[config.mk]
export PLATFORM = sky130hd
export DESIGN_NAME = fixed_point_arccos_arcsin_core
export DESIGN_NICKNAME = d
export VERILOG_FILES = /design/src/hdl/fpaa_pkg.sv /design/src/hdl/fpaa_interp.sv /design/src/hdl/fixed_point_arccos_arcsin_core.sv
export SDC_FILE = /design/constraint.sdc
export NUM_CORES = 1
export LEC_CHECK = 0
export BUFFER_PORTS_ARGS = -buffer_cell sky130_fd_sc_hd__buf_2
export CORE_ASPECT_RATIO = 0.7
export CORE_MARGIN = 5
export CORE_UTILIZATION = 61
export CTS_BUF_LIST = sky130_fd_sc_hd__clkbuf_4
export DETAILED_ROUTE_END_ITERATION = 16
export PLACE_DENSITY = 0.76
export SLEW_MARGIN = 20
export SYNTH_ARGS = -nofsm -noshare
export SYNTH_HDL_FRONTEND = slang
export SYNTH_HIERARCHICAL = 1
export SYNTH_SLANG_ARGS = --single-unit
[constraint.sdc]
create_clock -name i_clk -period 8.05 [get_ports i_clk]
set_input_delay 0 -clock i_clk [delete_from_list [all_inputs] [get_ports i_clk]]
set_output_delay 0 -clock i_clk [all_outputs]
set_load 0.02 [all_outputs]
[src/hdl/fpaa_pkg.sv]
// ----------------------------------------------------------------------------
// fpaa_pkg
// Shared types, constants and the angle ROM for the arccos / arcsin core.
// ----------------------------------------------------------------------------
package fpaa_pkg;

    localparam logic        CMD_ACOS    = 1'b0;
    localparam logic        CMD_ASIN    = 1'b1;

    localparam logic [14:0] SEG_B_START = 15'd30720;
    localparam logic [14:0] SEG_C_START = 15'd32736;
    localparam logic [7:0]  SEG_B_BASE  = 8'd62;
    localparam logic [7:0]  SEG_C_BASE  = 8'd126;
    localparam logic [7:0]  IDX_MAX     = 8'd129;
    localparam int          ROM_DEPTH   = 131;

    typedef enum logic [1:0] {
        SEG_A,
        SEG_B,
        SEG_C
    } t_seg;

    // stage 1 word: segment decode done
    typedef struct packed {
        logic       valid;
        logic       cmd;
        logic       neg;
        t_seg       seg;
        logic [7:0] idx;
        logic [8:0] frac;
    } t_s1;

    // stage 3 word: product of slope and fraction
    typedef struct packed {
        logic        valid;
        logic        cmd;
        logic        neg;
        t_seg        seg;
        logic        falling;
        logic [15:0] a;
        logic [24:0] prod;
    } t_s3;

    localparam logic [15:0] ANGLE_ROM [0:ROM_DEPTH-1] = '{
        16'h8000, 16'h7eba, 16'h7d74, 16'h7c2d, 16'h7ae7, 16'h79a0, 16'h7859, 16'h7711,
        16'h75c9, 16'h7480, 16'h7337, 16'h71ec, 16'h70a1, 16'h6f55, 16'h6e07, 16'h6cb8,
        16'h6b68, 16'h6a17, 16'h68c4, 16'h6770, 16'h661a, 16'h64c1, 16'h6367, 16'h620b,
        16'h60ad, 16'h5f4c, 16'h5de9, 16'h5c83, 16'h5b1a, 16'h59ae, 16'h583e, 16'h56cb,
        16'h5555, 16'h53db, 16'h525c, 16'h50d9, 16'h4f51, 16'h4dc5, 16'h4c32, 16'h4a9a,
        16'h48fc, 16'h4757, 16'h45ab, 16'h43f7, 16'h423a, 16'h4075, 16'h3ea5, 16'h3ccb,
        16'h3ae5, 16'h38f1, 16'h36ef, 16'h34dc, 16'h32b7, 16'h307d, 16'h2e2b, 16'h2bbd,
        16'h292e, 16'h2678, 16'h2391, 16'h206c, 16'h1cf6, 16'h0000, 16'h1cf6, 16'h1cbb,
        16'h1c80, 16'h1c45, 16'h1c08, 16'h1bcc, 16'h1b8f, 16'h1b51, 16'h1b13, 16'h1ad4,
        16'h1a95, 16'h1a55, 16'h1a14, 16'h19d3, 16'h1992, 16'h194f, 16'h190c, 16'h18c9,
        16'h1884, 16'h183f, 16'h17f9, 16'h17b3, 16'h176b, 16'h1723, 16'h16da, 16'h1690,
        16'h1645, 16'h15f9, 16'h15ac, 16'h155e, 16'h150f, 16'h14be, 16'h146d, 16'h141a,
        16'h13c6, 16'h1370, 16'h1319, 16'h12c1, 16'h1267, 16'h120b, 16'h11ad, 16'h114e,
        16'h10ec, 16'h1088, 16'h1022, 16'h0fb9, 16'h0f4d, 16'h0ede, 16'h0e6c, 16'h0df7,
        16'h0d7d, 16'h0d00, 16'h0c7d, 16'h0bf4, 16'h0b66, 16'h0ad0, 16'h0a31, 16'h0989,
        16'h08d3, 16'h080e, 16'h0734, 16'h063d, 16'h0518, 16'h039a, 16'h039a, 16'h031e,
        16'h028c, 16'h01cd, 16'h0000
    };

    function automatic logic [15:0] rom_word(input logic [7:0] idx);
        logic [15:0] w;
        if (idx < 8'(ROM_DEPTH)) begin
            w = ANGLE_ROM[idx];
        end else begin
            w = 16'h0000;
        end
        return w;
    endfunction

endpackage

[src/hdl/fpaa_interp.sv]
// ----------------------------------------------------------------------------
// fpaa_interp
// ROM lookup of the two neighbouring entries, then slope times fraction.
// ----------------------------------------------------------------------------
module fpaa_interp (
    input  logic          i_clk,
    input  logic          i_rst_n,
    input  fpaa_pkg::t_s1 i_s1,
    output fpaa_pkg::t_s3 o_s3
);
    import fpaa_pkg::*;

    typedef struct packed {
        logic        valid;
        logic        cmd;
        logic        neg;
        t_seg        seg;
        logic [8:0]  frac;
        logic [15:0] a;
        logic [15:0] b;
    } t_s2;

    t_s2         r_s2, n_s2;
    t_s3         r_s3, n_s3;
    logic [15:0] w_diff;

    // stage 2: registered ROM read pair
    always_comb begin
        n_s2.valid = i_s1.valid;
        n_s2.cmd   = i_s1.cmd;
        n_s2.neg   = i_s1.neg;
        n_s2.seg   = i_s1.seg;
        n_s2.frac  = i_s1.frac;
        n_s2.a     = rom_word(i_s1.idx);
        n_s2.b     = rom_word(i_s1.idx + 8'd1);
    end

    // stage 3: magnitude of slope times fraction
    always_comb begin
        w_diff       = (r_s2.a >= r_s2.b) ? (r_s2.a - r_s2.b) : (r_s2.b - r_s2.a);
        n_s3.valid   = r_s2.valid;
        n_s3.cmd     = r_s2.cmd;
        n_s3.neg     = r_s2.neg;
        n_s3.seg     = r_s2.seg;
        n_s3.falling = (r_s2.a >= r_s2.b);
        n_s3.a       = r_s2.a;
        n_s3.prod    = 25'(w_diff) * 25'(r_s2.frac);
    end

    always_ff @(posedge i_clk) begin
        if (!i_rst_n) begin
            r_s2.valid <= 1'b0;
            r_s3.valid <= 1'b0;
        end else begin
            r_s2 <= n_s2;
            r_s3 <= n_s3;
        end
    end

    assign o_s3 = r_s3;

endmodule

[src/hdl/fixed_point_arccos_arcsin_core.sv]
// ----------------------------------------------------------------------------
// fixed_point_arccos_arcsin_core
// An accepted start reaches the o_valid strobe through r_s1, r_s2, r_s3 and r_out_vld.
// Throughput: one word per cycle; busy is never raised, four stages in flight.
// Stages: segment decode, ROM pair read, 16x9 multiply, shift and fold.
// Reset clears the stage valid bits only; no clearing pass, usable at once.
// ----------------------------------------------------------------------------
module fixed_point_arccos_arcsin_core (
    input  logic               i_clk,
    input  logic               i_rst_n,
    input  logic               start,
    output logic               busy,
    input  logic               i_cmd,
    input  logic signed [15:0] i_x,
    output logic               o_valid,
    output logic        [15:0] o_angle
);
    import fpaa_pkg::*;

    t_s1         r_s1, n_s1;
    t_s3         w_s3;
    logic        r_out_vld;
    logic [15:0] r_angle, n_angle;
    logic [15:0] w_abs;
    logic [14:0] w_mag;
    logic [14:0] w_off;
    logic [7:0]  w_idx;
    logic [15:0] w_step;
    logic [15:0] w_r;

    assign busy = 1'b0;

    // stage 1: magnitude and segment decode
    always_comb begin
        w_abs = i_x[15] ? (16'h0000 - i_x) : i_x;
        // most negative input has no 15-bit magnitude: clamp to full scale
        w_mag = w_abs[15] ? 15'h7fff : w_abs[14:0];
        n_s1.valid = start & ~busy;
        n_s1.cmd   = i_cmd;
        n_s1.neg   = i_x[15];
        if (w_mag >= SEG_C_START) begin
            w_off     = w_mag - SEG_C_START;
            n_s1.seg  = SEG_C;
            w_idx     = SEG_C_BASE + {6'd0, w_off[4:3]};
            n_s1.frac = {6'd0, w_off[2:0]};
        end else if (w_mag >= SEG_B_START) begin
            w_off     = w_mag - SEG_B_START;
            n_s1.seg  = SEG_B;
            w_idx     = SEG_B_BASE + {2'd0, w_off[10:5]};
            n_s1.frac = {4'd0, w_off[4:0]};
        end else begin
            w_off     = w_mag;
            n_s1.seg  = SEG_A;
            w_idx     = {2'd0, w_off[14:9]};
            n_s1.frac = w_off[8:0];
        end
        n_s1.idx = (w_idx > IDX_MAX) ? IDX_MAX : w_idx;
    end

    fpaa_interp u_interp (
        .i_clk   (i_clk),
        .i_rst_n (i_rst_n),
        .i_s1    (r_s1),
        .o_s3    (w_s3)
    );

    // stage 4: scale product back by the segment step, then fold
    always_comb begin
        case (w_s3.seg)
            SEG_C:   w_step = w_s3.prod[18:3];
            SEG_B:   w_step = w_s3.prod[20:5];
            SEG_A:   w_step = w_s3.prod[24:9];
            default: w_step = w_s3.prod[24:9];
        endcase
        w_r = w_s3.falling ? (w_s3.a - w_step) : (w_s3.a + w_step);
        if (w_s3.cmd == CMD_ACOS) begin
            n_angle = w_s3.neg ? (16'hffff - w_r) : w_r;
        end else begin
            n_angle = w_s3.neg ? (w_r - 16'h8000) : (16'h7fff - w_r);
        end
    end

    always_ff @(posedge i_clk) begin
        if (!i_rst_n) begin
            r_s1.valid <= 1'b0;
            r_out_vld  <= 1'b0;
        end else begin
            r_s1      <= n_s1;
            r_out_vld <= w_s3.valid;
        end
    end

    always_ff @(posedge i_clk) begin
        r_angle <= n_angle;
    end

    assign o_valid = r_out_vld;
    assign o_angle = r_angle;

    a_strobe_follows: assert property (@(posedge i_clk) disable iff (!i_rst_n)
        start |-> ##4 o_valid)
        else $error("accepted word did not produce a strobe");

    a_no_phantom: assert property (@(posedge i_clk) disable iff (!i_rst_n)
        !start |-> ##4 !o_valid)
        else $error("strobe without an accepted word");

    a_acos_range: assert property (@(posedge i_clk) disable iff (!i_rst_n)
        (start && (i_cmd == CMD_ACOS) && !i_x[15]) |-> ##4 (o_angle <= 16'h8000))
        else $error("arccos of a non-negative input beyond a quarter turn");

endmodule

* Word-level counts from Yosys, hierarchy flattened
Memories as Yosys holds them, arrays and structs flattened. A register that Yosys moved wholly into a read port is not among the register bits.
Index checks and enable logic that the tools add are counted.
** Word-level totals
- Flip-flop bits (word level) :: 100
- Bits in read-only memories :: 8192
- Input bits :: 20
- Output and inout bits :: 18
- Memories kept :: 2
** Memories
- (name not given) :: depth 256, width 16, read ports 1, clocked after memory_dff 1, wr ports 0, line fpaa_pkg.sv:67 : w = ANGLE_ROM[idx];
- (name not given) :: depth 256, width 16, read ports 1, clocked after memory_dff 1, wr ports 0, line fpaa_pkg.sv:67
** Cells by class
- Add/sub/neg operators :: 13
- Multipliers :: 1
- $lt $le $gt $ge :: 6
- Equal/unequal tests :: 2
- Muxes and demuxes :: 13
- Bitwise operators :: 2
- Reduce and logical (&&, ||, !) cells :: 3
** Operators with widths (count)
- $mux 16 :: 6
- $sub 16x16->16 :: 3
- $pmux 16 s2 :: 1
- $ge 15x15->1 const B :: 2
- $mul 16x9->25 :: 1
- $not 8->9 :: 2
- $add 16x16->16 :: 1
- $ge 16x16->1 :: 1
- $lt 8x8->1 const B :: 2
- $sub 1x16->16 const A :: 1
- $sub 15x16->16 const A :: 1
- $sub 16x16->16 const A :: 1
- $sub 16x16->16 const B :: 1
- $mux 15 :: 1
- $sub 11x1->11 const B :: 1
- $add 7x2->8 const A :: 1
- $add 8x1->8 const B :: 1
- $gt 8x8->1 const B :: 1
- $mux 8 :: 1
- $add 6x6->7 const A :: 1
- $mux 7 :: 1
- $mux 5 :: 1
- $sub 5x1->5 const B :: 1
- $mux 3 :: 1
- other kinds (5) :: 6

* Depth between registers and ports, before layout
- Depth after elaboration :: 8
- Gate-level depth with buffers :: 29

* Modules after synthesis
Netlist, hierarchy kept.
** Modules (own cells, without submodules)
- fpaa_interp :: times used 1, cells each 1850, area each 15061.9 sq um
- fixed_point_arccos_arcsin_core :: times used 1, cells each 374, area each 3377.0 sq um

* Least setup slack after synthesis
No wires, ideal clock.
- Path type :: reg2reg
- Start :: register, netlist name u_interp/n_s3[25]
- End :: register u_interp.r_s3, in the netlist u_interp/o_s3[18] (data pin)
- Library setup time :: 0.265 ns
- Arrival :: 6.434 ns
- Data required time :: 7.785 ns
- Setup slack :: 1.351 ns
- Stages on the path, launching flop included :: 25
- Buffers on the path :: 1
- Clock period less this slack :: 6.699 ns
- Cells stage by stage :: edfxtp_1 inv_1 ha_1 inv_1 fa_1 a211oi_2 o21bai_2 o31ai_4 o211ai_4 buf_12 mux2i_2 xor2_2 and2_1 fa_1 fa_1 fa_1 inv_1 fa_1 inv_1 ha_1 a2111oi_0 a211oi_1 o311ai_1 o21ai_0 xor2_1
** RTL lines
- to (signal assigned) :: line fpaa_interp.sv:56 : r_s3 <= n_s3;
- to (decl) :: line fpaa_interp.sv:24 : t_s3 r_s3, n_s3;

==> flow_summary.yaml <==
critical_path:
  critPathArrivalTime_ns: 7.99
  critPathKind: "reg2reg"
  critical-path-max-stage-delay_ns: 0.70
  crit_path_top_delay_cell: "o211ai_4"
  critPathLaunchType: "register"
  regToRegSetupSlack_ns: 0.42
  cp_common_cell: "fa_1"
  worst_setup_path_end_kind: "register"
  crit_required_ns: 8.41
  timing.critical_path.cells: "ha_1, a211oi_2, o21bai_2, o31ai_4, o211ai_4, mux2i_2, xor2_2, and2_1, fa_1, fa_1, fa_1, inv_1, fa_1, inv_1, ha_1, a2111oi_0, a211oi_1, o311ai_1, o21ai_0, xor2_1"
  critical_path.max_fanout: 16
hold_path:
  hold_class: "in2reg"
place:
  area_after_dpl_mm2: 0.0185
  gp_congestion: 1.01
  dp_hpwl_um: 43000
  buffer_ports.inserted: 36
yosys:
  yosysWarnings: 6
  mappedNetlistArea_mm2: 0.0183
  synthCells: 2220
  synthesis.area_per_instance_um2: 8.26
  postSynthNetCount: 2470
status:
  result_of_the_run: "complete, no violations"
global_routing:
  grt_start_max_net_pins: 148
  globalRouteOverflowTotal: 0
  number_of_global_route_vias_before_repair: 15800
  global_route.usage.total: 0.340
  antenna_found_initial: 3
  grt_pass1_wl_um: 90700
routing:
  ant_nets: 0
  dr_iter_0_viols: 2751
  drt-total-wl_um: 58400
  drc: 0
  vias_per_cell: 6.71
  dr_total_vias: 17100
  drt-pass1-iter-count: 6
  detail_route.wl_per_cell_um: 22.9
sta:
  final_hold_viol_count: 0
  rsz_0062_raised_after_global_routing: "false"
  finalMaxSlewViolations: 0
  number_of_setup_violations_in_the_final_report: 0
  timing.setup.tns_ns: 0
  timing.final.crit_share: 0.948
  fmaxAchievable_mhz: 131
  finalCriticalPeriod_ns: 7.63
  worst_slew_margin_rel: 0.119
  fin_skew_ns: 0.0314
  fin_worst_hold_slack_ns: 0.0497
  timing_worst_slew_pin_value_ns: 1.31
clocking:
  clock_latency_ns: 0.59
  ctsLongestPathBuffers: 2
  cts_setup_buffers: 0
  cts_resized: 0
  tritoncts.num_buffers: 17
  tritoncts_clock_tree: "done"
  cts.sink_count: 129
  cts.root.buffer_cell: "clkbuf_4"
  htree_levels: 4
  clk_transition_reported_paths_ns: 0.15
layout:
  share_of_cells_above_drive_strength_1: 0.0879
  syn2layout_area_growth_pct: 3.33
  final_core_occ: 0.635
  final-seq-area_mm2: 0.00367
  multi_input_comb_area_mm2: 0.0132
  final_design_area_no_fill_mm2: 0.0190
  layout.nets: 2399
  antenna-diode-count: 0
  number_of_inserted_filler_cells_in_the_final_layout: 2573
floorplan:
  placeableCoreArea_mm2: 0.0298
  ios: 38
  initial_utilization: 0.615
  die_h_um: 155
  core.rowCount: 53
  design.die.area_mm2: 0.0337
  die_w_um: 217
run:
  max_cap_violations: 0
## metal layers
metal / share of wire / track usage / up-vias
li1: - / - / 7736
met5: 0.00022 / 0 / -
met3: 0.15 / 0.146 / 138
met2: 0.39 / 0.461 / 1096
met1: 0.43 / 0.502 / 8119
met4: 0.023 / 0.0770 / 2
## worst max-delay path: cells and delay by family (launching register included)
family                   cells  cell delay (ns)
multiplexers                 1             0.33
AO/OA/AOI/OAI                8             2.79
adder cells (fa/ha/maj)      6             2.95
flip-flops                   1             0.52
XOR/XNOR                     2             0.50
AND/OR/NAND/NOR              1             0.21
buffers and inverters        2             0.10
## cells in the final DEF (no fill, tap or decap), drive strengths merged, types with 17 or more instances in the layout
master	count
nand2b	34
and2	88
fa	104
nand2	213
dfxtp	20
xnor2	58
clkbuf	17
o31ai	19
a311oi	23
edfxtp	109
a221oi	21
nor2b	39
nor2	152
mux2i	25
a21oi	151
o21ai	146
a211oi	44
xor2	42
inv	203
o211ai	30
nor3	53
buf	68
ha	126
a31oi	46
nand3	46
a21o	28
## registers in the layout (all words and copies together), names as in the netlist
| name | count |
|---|---|
| u_interp/o_s3 | 44 |
| u_interp/r_s2 | 25 |
| r_s1 | 22 |
| u_interp/n_s3 | 21 |
| o_angle | 16 |
| o_valid | 1 |
## timing repair
item,in CTS,in global routing
hold buffers,14,0
endpoints found under the setup margin,0,1
endpoints found under the hold margin,46,0
## through the flow
stage | setup slack [ns] | cells
after floorplan | 1.35 | 2220
after global placement | 0.674 | 2501
after detailed placement | 0.492 | 2501
after CTS | 0.472 | 2547
after global routing | 0.00539 | 2547
final | 0.419 | 2547
## path summary, 6_finish.rpt
check                          from                end  depth (start not counted)
setup reg to reg  u_interp/n_s3[27]  u_interp/o_s3[18]                         20
hold reg to reg   u_interp/n_s3[43]  u_interp/o_s3[43]                          0
hold / removal               i_x[7]            r_s1[7]                          4
setup / recovery  u_interp/n_s3[27]  u_interp/o_s3[18]                         20
## area by class of cell
class | count | share of cell area
clock buffers | 17 | 0.00673
flip-flops and latches | 129 | 0.194
repair buffers | 82 | 0.0304
clock inverters | 15 | 0.00891
multi-input cells | 1724 | 0.696
inverters | 195 | 0.0386
well taps | 385 | 0.0254
Power is not shown: default switching activity piles up to over one toggle a cycle in this logic, so the estimate is an artifact.
